[src/rtl/core/sat_pkg.sv]
`default_nettype none
// ----------------------------------------------------------------------------
// sat_pkg: shared types and constants
// Field widths, function and status codes, sequencer states and the command
// word of the shared accumulator for the summed-area table block.
// ----------------------------------------------------------------------------
package sat_pkg;

  // field and register widths
  localparam int DIM_W     = 8;
  localparam int IDX_W     = 13;
  localparam int ENTRY_W   = 22;
  localparam int FUNC_W    = 2;
  localparam int CELL_W    = 8;
  localparam int CORNER_W  = 7;
  localparam int SIDE_W    = 8;
  localparam int STATUS_W  = 2;
  localparam int CFG_IDX_W = 1;

  // function codes
  localparam logic [FUNC_W-1:0] FN_RESTART = 2'd0;
  localparam logic [FUNC_W-1:0] FN_LOAD    = 2'd1;
  localparam logic [FUNC_W-1:0] FN_QUERY   = 2'd2;

  // status codes
  localparam logic [STATUS_W-1:0] ST_OK        = 2'd0;
  localparam logic [STATUS_W-1:0] ST_LOAD_END  = 2'd1;
  localparam logic [STATUS_W-1:0] ST_BAD_QUERY = 2'd2;

  // configuration register indexes
  localparam logic [CFG_IDX_W-1:0] CFG_ROW_COUNT = 1'b0;
  localparam logic [CFG_IDX_W-1:0] CFG_COL_COUNT = 1'b1;

  // grid size after reset
  localparam logic [DIM_W-1:0] DIM_RESET = 8'd128;

  // sequencer states
  typedef enum logic [3:0] {
    S_IDLE,
    S_PLAN,
    S_L_CELL,
    S_L_ABOVE,
    S_L_WR,
    S_Q1,
    S_Q2,
    S_Q3,
    S_Q4,
    S_DONE
  } state_t;

  // accumulator operations
  typedef enum logic [1:0] {
    ACC_HOLD,
    ACC_SET,
    ACC_ADD,
    ACC_SUB
  } acc_op_t;

  typedef struct packed {
    acc_op_t                   op;
    logic [ENTRY_W-1:0]        operand;
  } acc_cmd_t;

endpackage
`default_nettype wire

[src/rtl/core/sat_acc.sv]
`default_nettype none
// ----------------------------------------------------------------------------
// sat_acc: shared accumulator
// Single add/subtract unit, modulo the entry width, used by every step of
// the load and query sequences.
// ----------------------------------------------------------------------------
module sat_acc (
  input  wire logic                         clk,
  input  wire sat_pkg::acc_cmd_t            cmd,
  output logic      [sat_pkg::ENTRY_W-1:0]  acc_r
);

  logic [sat_pkg::ENTRY_W-1:0] acc_nxt;

  // one operation a cycle
  always_comb begin
    case (cmd.op)
      sat_pkg::ACC_SET: acc_nxt = cmd.operand;
      sat_pkg::ACC_ADD: acc_nxt = acc_r + cmd.operand;
      sat_pkg::ACC_SUB: acc_nxt = acc_r - cmd.operand;
      default:          acc_nxt = acc_r;
    endcase
  end

  always_ff @(posedge clk) begin
    acc_r <= acc_nxt;
  end

endmodule
`default_nettype wire

[config.mk]
export PLATFORM = sky130hd
export DESIGN_NAME = sat_acc
export DESIGN_NICKNAME = d
export VERILOG_FILES = /design/src/rtl/core/sat_pkg.sv /design/src/rtl/core/sat_acc.sv
export SDC_FILE = /design/constraint.sdc
export NUM_CORES = 1
export LEC_CHECK = 0
export ABC_AREA = 1
export BUFFER_PORTS_ARGS = -buffer_cell sky130_fd_sc_hd__buf_4
export CELL_PAD_IN_SITES_DETAIL_PLACEMENT = 0
export CELL_PAD_IN_SITES_GLOBAL_PLACEMENT = 1
export CORE_MARGIN = 5
export CORE_UTILIZATION = 40
export CTS_CLUSTER_DIAMETER = 150
export DETAILED_ROUTE_END_ITERATION = 10
export PLACE_DENSITY = 0.78
export SLEW_MARGIN = 10
export SYNTH_ARGS = -nofsm -noshare
export SYNTH_HDL_FRONTEND = slang
export SYNTH_SLANG_ARGS = --single-unit
[constraint.sdc]
create_clock -name clk -period 3.26 [get_ports clk]
set_clock_uncertainty 0.05 [all_clocks]
set_input_delay 0.652 -clock clk [delete_from_list [all_inputs] [get_ports clk]]
set_output_delay 0.652 -clock clk [all_outputs]
set_load 0.02 [all_outputs]
==> results of run 1 <==
power breakdown:
part           leakage (nW)  internal [mW]  switching [mW]  total, mW
Clock                0.0231         0.0848           0.114      0.199
Sequential            0.227          0.400          0.0529      0.453
Combinational          1.70          0.497           0.803       1.30
Total                  1.95          0.982           0.970       1.95
logic make-up (layout without fill, tap and decap cells):
kind of cell / Yosys count / in the layout
buffers and inverters: 96 / 165
adders and majority gates: 23 / 23
and+or+nand+nor: 272 / 272
AOI/OAI and AO/OA: 61 / 61
xor gates and xnor gates: 22 / 22
DFF: 22 / 22
synth_stat cells (2+ instances only):
cell / instances
nand2_1: 155
o21bai_1: 2
o21ai_2: 4
inv_2: 9
inv_1: 80
nor2_4: 2
a21oi_2: 3
nand3_1: 39
nor2_1: 46
nand3b_1: 3
buf_2: 3
o21ai_1: 9
edfxtp_1: 22
xor2_1: 18
ha_1: 22
clkbuf_1: 3
a31oi_1: 3
nor2_2: 11
o21ai_0: 16
or2_2: 2
a21oi_1: 21
nand4_1: 4
nand2_2: 6
xnor2_1: 4
what timing repair did:
action	4_1_cts	5_1_grt
gates resized for setup	0	10
hold buffers	0	0
setup endpoints to repair	0	6
per-layer routing:
| layer | vias up | global-route usage | share of wire |
|---|---|---|---|
| met5 | - | 0 | 0 |
| met4 | 0 | 0.0605 | 0.024 |
| met3 | 18 | 0.0136 | 0.043 |
| met2 | 87 | 0.310 | 0.43 |
| met1 | 1461 | 0.296 | 0.50 |
| li1 | 1705 | - | - |
stage by stage:
stage               instances  TNS, ps  hold slack, ps
finish                    664        0             626
global route              664    -3.19             645
CTS                       664        0             626
detailed placement        660     -463             752
global placement          660     -388             732
floorplan                 496        0             788
worst min-delay path, cell delays in order:
cell,delay [ps]
buf_4,110
nand2_1,50
nand2_1,50
worst paths after layout:
path	from	end	slack [ps]	cells after the start
setup / recovery	cmd[1]	acc_r[17]	280	19
hold / removal	cmd[10]	acc_r[10]	630	3
setup reg to reg	acc_r[0]	acc_r[14]	1070	12
hold reg to reg	acc_r[0]	acc_r[0]	760	3
layout make-up:
type	instances	area, um2	area share
clock buffers	3	41.3	0.0110
clock inverters	1	3.75	0.00100
inverters	90	338	0.0900
multi-input cells	378	2050	0.547
flip-flops and latches	22	661	0.176
well taps	99	124	0.0330
repair buffers	71	533	0.142
==> run_results.csv, run 1 <==
group,metric,value,unit
run_status,outcome,"finished, final reports clean",
cells_and_area,mostFrequentLayoutCells,"154 x nand2_1, 80 x inv_1, 71 x buf_4, 43 x nor2_1, 36 x nand3_1",
synth,synth_area_leaders,"edfxtp_1 22%, nand2_1 19%, inv_1 9.9%",
detailed_routing,vias,3271,
detailed_routing,drtPass1Iterations,4,
cells_and_area,drive_gt1_frac,0.219,
cells_and_area,final_common_cell,"nand2_1",
placement,dp_slack,-172,ps
cells_and_area,final_nets,614,
worst_setup_path,cp_slowest_cell,"ha_1",
min_path,hp-class,"primary input to flop",
synth,synth_top_family_by_area,"simple AND/OR/NAND/NOR gates",
run,max_cap_violations,0,
synth,synth_nets,544,
synth,syn-instance-count,496,
power_and_ir_drop,power.density,520,nW/um2
sta,rsz0062_at_grt,"yes",
synth,yosysSeqAreaShare,0.218,
synth,synth-async-reset-ratio,0,
synth,yosys.area.top_type,"edfxtp_1",
cells_and_area,fillCellCount,785,
sta,worstMarginPinSlew,624,ps
global_routing,grt_overflow,0,
synth,ys.flop_type,"edfxtp_1",
worst_setup_path,crit_required,3240,ps
floorplanning,ios,47,
sta,relSlewSlack,0.584,
worst_setup_path,cp_slowest_stage_delay,370,ps
cells_and_area,utilization,0.512,
sta,hold_viol,0,
placement,portBuffers,46,
floorplanning,num_rows,31,
cts,cts_tree,"done",
detailed_routing,drc,0,
power_and_ir_drop,total_power,1.95,mW
sta,finalCriticalPeriod,2980,ps
sta,post-route-period-util,0.915,
cts,htree_levels,1,
global_routing,grt_pass1_wl,15300,um
power_and_ir_drop,ir_drop,190,uV
global_routing,grt_max_degree,33,
cells_and_area,final_area,3750,um2
global_routing,grt_usage,0.200,
cts,postCtsSetupRepairBufs,0,
sta,max_freq,0.335,GHz
synth,synth-compound-area-share,0.115,
worst_setup_path,crit_fanout,5,
cells_and_area,biggestRegsByFlops,"acc_r (22)",
cts,cts_root_buf,"clkbuf_8",
worst_setup_path,critPathLaunchType,"primary input",
worst_setup_path,worst_ep_arrival_time,2960,ps
cts,clock_latency,280,ps
synth,synth-simple-area-share,0.386,
worst_setup_path,worst-path-buf-inv,3,
floorplanning,dieWidth,97.1,um
synth,muxShareOfSynthArea,0,
cts,clk_pin_slew,100,ps
cts,cts_sinks,22,
placement,place.gp.congestion,0.944,
floorplanning,core_area,7330,um2
cts,cts_made_buffers,3,
detailed_routing,wl_per_cell,14.3,um
detailed_routing,final_antenna_net_count,0,
worst_setup_path,worstSetupEndpointType,"flop",
cells_and_area,largest_reg_flops,22,
cells_and_area,diodes,0,
placement,place_hpwl,8020,um
detailed_routing,first_iter_violations,188,
floorplanning,die_h,97.1,um
cells_and_area,largest_register,"acc_r",
synth,yosysUniqueCellTypes,33,
cts,clockBufferDepth,2,
detailed_routing,viasPerCell,4.93,
synth,synth_area,3030,um2
sta,report.final.slew_viol_count,0,
floorplanning,initial_core_util,0.414,
cells_and_area,area_growth_syn_to_layout,23.7,%
detailed_routing,drt_wl_total,9500,um
sta,finalSetupViolations,0,
placement,placed_area,3660,um2
synth,synth_top_area_share,0.218,
global_routing,antenna_found_initial,0,
synth,synth-seq-cells,22,
synth,synth-edff-count,22,
worst_setup_path,crit_type,"primary input to flop",
synth,synth_adder_area_share,0.0973,
worst_setup_path,crit_chain,"buf_4 > inv_2 > ha_2 > nand3_2 > nor2_2 > nor2_1 > a21oi_2 > o21ai_2 > xnor2_1 > ha_1 > nand2_2 > nor2_4 > inv_1 > nor2_2 > nand3_2 > nand3_1 > nand2_1 > nand3_1 > o21ai_1",
sta,setup_slack,279,ps
synth,syn_avg_cell_area,6.12,um2
worst_setup_path,cpLargestDelayFamily,"simple AND/OR/NAND/NOR gates",
synth,synth-xor-area-share,0.0635,
synth,yosys_warnings,0,
global_routing,grt_pass1_vias,3138,
floorplanning,die_area,9430,um2
power_and_ir_drop,p_leak,1.95,nW
Power figures use the tool's default switching activity.
==> run 2: changes to the inputs <==
PLACE_DENSITY = 0.89   (was 0.78)
SLEW_MARGIN = 20   (was 10)
==> run 2 against run 1 <==
Against the previous run:
- sequential power fell by 0.9%
- largest cell class unchanged
- flip-flop and latch count unchanged
- sequential share of layout area grew 0.37 points
- register-to-register slack barely moved
- via count down 2.0%
- die area did not move
- non-clock buffer count fell by 7
- routed wire length fell by 3.2%
- global-route usage fell by 0.78 points
- count of clock-buffer cells in the layout is the same
==> run_results.csv, run 2 (synthesis gave the netlist of run 1 again) <==
group,metric,value,unit
sta,finalCriticalPeriod,3040,ps
cells_and_area,final_nets,607,
floorplanning,num_rows,31,
cts,clk_pin_slew,100,ps
detailed_routing,final_antenna_net_count,0,
worst_setup_path,crit_path_frequent_cell,"nand2_1",
worst_setup_path,worst_ep_arrival_time,3040,ps
placement,place_hpwl,7810,um
power_and_ir_drop,p_leak,1.92,nW
power_and_ir_drop,ir_drop,196,uV
sta,rsz0062_at_grt,"yes",
detailed_routing,viasPerCell,4.88,
placement,place.gp.congestion,0.898,
detailed_routing,drt_wl_total,9190,um
cells_and_area,largest_register,"acc_r",
cts,cts_tree,"done",
power_and_ir_drop,switching_share,0.498,
run_status,outcome,"finished, final reports clean",
placement,dp_slack,-170,ps
cells_and_area,fillCellCount,765,
cells_and_area,final_common_cell,"nand2_1",
global_routing,antenna_found_initial,0,
cts,cts_sinks,22,
min_path,hp-class,"primary input to flop",
detailed_routing,vias,3205,
min_path,min_to,"acc_r[10]",
power_and_ir_drop,power_frac_clock,0.103,
floorplanning,die_h,97.1,um
cells_and_area,area_growth_syn_to_layout,21.2,%
power_and_ir_drop,p_sw,0.956,mW
power_and_ir_drop,total_power,1.92,mW
cts,cts_root_buf,"clkbuf_8",
worst_setup_path,r2r_end,"acc_r[16]",
min_path,hp-start,"cmd[10]",
sta,finalSetupViolations,0,
global_routing,grt_pass1_vias,3113,
sta,max_freq,0.329,GHz
global_routing,grt_max_degree,33,
detailed_routing,drtPass1Iterations,5,
cts,clockBufferDepth,2,
cells_and_area,utilization,0.502,
detailed_routing,wl_per_cell,14.0,um
cells_and_area,biggestRegsByFlops,"acc_r (22)",
sta,hold_viol,0,
cells_and_area,drive_gt1_frac,0.203,
floorplanning,initial_core_util,0.414,
sta,worstMarginPinSlew,610,ps
power_and_ir_drop,p_seq_frac,0.234,
worst_setup_path,cp_slowest_cell,"ha_1",
power_and_ir_drop,power.density,522,nW/um2
global_routing,grt_usage,0.193,
min_path,whs_path_depth,3,
power_and_ir_drop,p_int,0.965,mW
floorplanning,die_area,9430,um2
detailed_routing,drc,0,
worst_setup_path,cp_slowest_stage_delay,380,ps
worst_setup_path,reg2reg_depth,12,
power_and_ir_drop,power_frac_comb,0.663,
global_routing,grt_overflow,0,
placement,dpl.cell_count,653,
sta,report.final.slew_viol_count,0,
cells_and_area,finalNonFillerCells,657,
worst_setup_path,crit_required,3250,ps
floorplanning,dieWidth,97.1,um
sta,setup_slack,217,ps
worst_setup_path,r2r_slack,1070,ps
worst_setup_path,crit_chain,"buf_4 > inv_1 > ha_2 > nand3_2 > buf_4 > nor2_1 > nand2_1 > xor2_1 > nand2_1 > o21ai_0 > ha_1 > nand2_1 > inv_2 > nand2_1 > inv_1 > nand2_1 > inv_1 > nand2_1 > nand2_1 > nor2_1 > nand2_1 > nand3_1 > nand2_1",
worst_setup_path,crit_type,"primary input to flop",
sta,relSlewSlack,0.593,
global_routing,grt_pass1_wl,14900,um
cells_and_area,largest_reg_flops,22,
worst_setup_path,crit_fanout,5,
placement,portBuffers,46,
cells_and_area,diodes,0,
placement,placed_area,3610,um2
floorplanning,ios,47,
worst_setup_path,r2r_start,"acc_r[0]",
worst_setup_path,worstSetupEndpointType,"flop",
detailed_routing,first_iter_violations,270,
worst_setup_path,critPathLaunchType,"primary input",
sta,post-route-period-util,0.934,
cts,hold_buffers,0,
cells_and_area,mostFrequentLayoutCells,"155 x nand2_1, 80 x inv_1, 64 x buf_4, 44 x nor2_1, 37 x nand3_1",
cells_and_area,final_area,3680,um2
cts,clock_latency,270,ps
cts,cts_made_buffers,3,
cts,htree_levels,1,
floorplanning,core_area,7330,um2
run,max_cap_violations,0,
[run 2: cell types whose count changed in the layout (fill, tap and decap cells not counted), sizes merged]
cell	previous run	this run
buf	71	64
[run 2: metal layers]
metal  wire length [um]  global-route usage
met5                  0                   0
met4                 70              0.0270
met3                359              0.0158
met2               4250               0.327
met1               4510               0.272
[run 2: repair_timing]
action                     4_1_cts  5_1_grt
gates resized for setup          0        6
buffers inserted                 0        0
setup endpoints to repair        0        7
[run 2: how the worst max path moves through the flow]
stage	start	endpoint	slack, ps	depth (start not counted)
global route	cmd[1]	acc_r[21]	-20	22
global placement	cmd[0]	acc_r[17]	-110	20
detailed placement	cmd[0]	acc_r[17]	-170	20
CTS	cmd[0]	acc_r[17]	130	20
floorplan	cmd[0]	acc_r[19]	320	18
finish	cmd[0]	acc_r[21]	220	23
[run 2: through the flow]
step                      setup TNS (ps)  hold slack (ps)
final                                  0              638
after global routing               -18.3              641
after global placement              -225              732
after detailed placement            -528              760
after CTS                              0              636
after floorplan                        0              788
[run 2: layout make-up]
type / count / area [um2] / share of cell area
Clock buffer: 3 / 41.3 / 0.0112
Clock inverter: 1 / 3.75 / 0.00102
Inverter: 90 / 338 / 0.0919
Multi-Input combinational cell: 378 / 2030 / 0.552
Sequential cell: 22 / 661 / 0.180
Tap cell: 99 / 124 / 0.0337
Timing Repair Buffer: 64 / 480 / 0.131
[run 2: power groups by stage]
stage	clock network (mW)	registers [mW]	logic (mW)
after global routing	0.207	0.455	1.43
after floorplan	0	0.521	0.803
after CTS	0.197	0.449	1.26
after global placement	0	0.454	1.25
final	0.198	0.449	1.27
after detailed placement	0	0.455	1.26
[run 2: worst max-delay path: cells and delay by family]
family                   cells  cell delay (ps)
AND/OR/NAND/NOR             13             1050
buffers and inverters        6              490
XOR/XNOR                     1              140
AO/OA/AOI/OAI                1              110
adder cells (fa/ha/maj)      2              580
==> run 3: changes to the inputs <==
clock period = 3.1 ns   (was 3.26 ns; I/O delays follow)
==> run 3 against run 2 <==
Against the previous run:
- core utilization rose by 3.8 points
- via count up 5.4%
- combinational power rose by 17%
- power is 13% higher
- clock power rose by 5%
==> run_results.csv, run 3 (synthesis gave the netlist of run 1 again) <==
group,metric,value,unit
worst_setup_path,worst_ep_arrival_time,2910,ps
worst_setup_path,crit_required,3070,ps
placement,portBuffers,46,
power_and_ir_drop,power.density,550,nW/um2
floorplanning,ios,47,
global_routing,antenna_found_initial,0,
detailed_routing,first_iter_violations,230,
worst_setup_path,crit_type,"primary input to flop",
cells_and_area,diodes,0,
floorplanning,num_rows,31,
global_routing,grt_max_degree,33,
placement,dp_slack,-209,ps
cells_and_area,mostFrequentLayoutCells,"154 x nand2_1, 95 x buf_4, 80 x inv_1, 43 x nor2_1, 38 x nand3_1",
power_and_ir_drop,p_seq_frac,0.220,
cells_and_area,final_area,3950,um2
cts,cts_root_buf,"clkbuf_8",
worst_setup_path,crit_chain,"buf_4 > inv_2 > ha_2 > nand3_2 > nor2_2 > nor2_1 > a21oi_2 > o21ai_2 > o21ai_1 > nand2_1 > ha_4 > nand2_1 > inv_1 > nand2_1 > nor2_1 > nand3_1 > nand3_1 > nand2_1 > nand3_1 > o21ai_1",
detailed_routing,drtPass1Iterations,6,
cells_and_area,largest_register,"acc_r",
sta,finalCriticalPeriod,2940,ps
power_and_ir_drop,ir_drop,216,uV
detailed_routing,final_antenna_net_count,0,
worst_setup_path,critPathLaunchType,"primary input",
floorplanning,initial_core_util,0.414,
worst_setup_path,worstSetupEndpointType,"flop",
power_and_ir_drop,p_sw,1.05,mW
worst_setup_path,cp_slowest_stage_delay,310,ps
detailed_routing,viasPerCell,4.91,
power_and_ir_drop,power_frac_comb,0.684,
sta,worstMarginPinSlew,585,ps
run,max_cap_violations,0,
floorplanning,die_h,97.1,um
sta,max_freq,0.340,GHz
sta,relSlewSlack,0.610,
cells_and_area,biggestRegsByFlops,"acc_r (22)",
sta,hold_viol,0,
cts,clockBufferDepth,2,
sta,rsz0062_at_grt,"yes",
cts,clk_pin_slew,100,ps
floorplanning,dieWidth,97.1,um
global_routing,grt_usage,0.199,
detailed_routing,drc,0,
power_and_ir_drop,total_power,2.17,mW
floorplanning,die_area,9430,um2
worst_setup_path,crit_fanout,5,
cells_and_area,area_growth_syn_to_layout,30.3,%
power_and_ir_drop,p_int,1.12,mW
global_routing,grt_overflow,0,
cells_and_area,drive_gt1_frac,0.255,
cts,cts_tree,"done",
sta,report.final.slew_viol_count,0,
detailed_routing,wl_per_cell,14.0,um
cts,htree_levels,1,
sta,post-route-period-util,0.949,
power_and_ir_drop,switching_share,0.483,
cells_and_area,final_common_cell,"nand2_1",
placement,placed_area,3840,um2
run_status,outcome,"finished, final reports clean",
cts,clock_latency,280,ps
power_and_ir_drop,power_frac_clock,0.096,
cts,cts_sinks,22,
sta,setup_slack,158,ps
placement,place_hpwl,8130,um
global_routing,grt_pass1_wl,15300,um
worst_setup_path,cp_slowest_cell,"ha_4",
cells_and_area,final_nets,638,
sta,finalSetupViolations,0,
worst_setup_path,crit_path_frequent_cell,"nand2_1",
detailed_routing,vias,3378,
cells_and_area,largest_reg_flops,22,
global_routing,grt_pass1_vias,3187,
min_path,hp-class,"primary input to flop",
cts,cts_made_buffers,3,
power_and_ir_drop,p_leak,2.08,nW
floorplanning,core_area,7330,um2
detailed_routing,drt_wl_total,9660,um
placement,place.gp.congestion,0.937,
[run 3: power by group through the flow]
stage	clock network, mW	registers, mW	logic [mW]
detailed placement	0	0.482	1.44
global placement	0	0.479	1.42
finish	0.208	0.478	1.49
CTS	0.206	0.475	1.45
global route	0.221	0.484	1.66
floorplan	0	0.548	0.845
[run 3: worst paths after layout]
kind         slack (ps)  cells after the start     start   endpoint
max reg2reg         940                     12  acc_r[0]  acc_r[16]
min reg2reg         760                      3  acc_r[0]   acc_r[0]
min                 610                      3    cmd[4]   acc_r[4]
max                 160                     20    cmd[1]  acc_r[17]
[run 3: layout make-up]
cell class,count,area [um2]
Fill cell,780,3380
Multi-Input combinational cell,378,2070
Timing Repair Buffer,95,713
Sequential cell,22,661
Inverter,90,338
Tap cell,99,124
Clock buffer,3,41.3
Clock inverter,1,3.75
[run 3: stage by stage]
stage	instances	setup TNS, ps	hold slack, ps	util
finish	688	0	608	0.539
global route	688	-73.8	623	0.539
CTS	687	0	603	0.530
detailed placement	683	-1040	744	0.523
global placement	683	-402	724	0.523
floorplan	496	0	756	-
[run 3: repair_timing]
item,CTS,global route
hold buffers,0,0
buffers inserted,0,1
resized for setup,0,14
setup endpoints to repair,0,8
[run 3: worst max-delay path: cells and delay by family]
family                     cells  cell delay [ps]
and+or+nand+nor               11             1070
adders and majority gates      2              500
AOI/OAI and AO/OA              4              470
buffers and inverters          3              270
[run 3: per-layer routing]
metal | track usage | part of all wire | routed length [um]
met5 | 0 | 0 | 0
met4 | 0.0302 | 0.0066 | 64
met3 | 0.0237 | 0.041 | 400
met2 | 0.343 | 0.48 | 4630
met1 | 0.270 | 0.47 | 4560
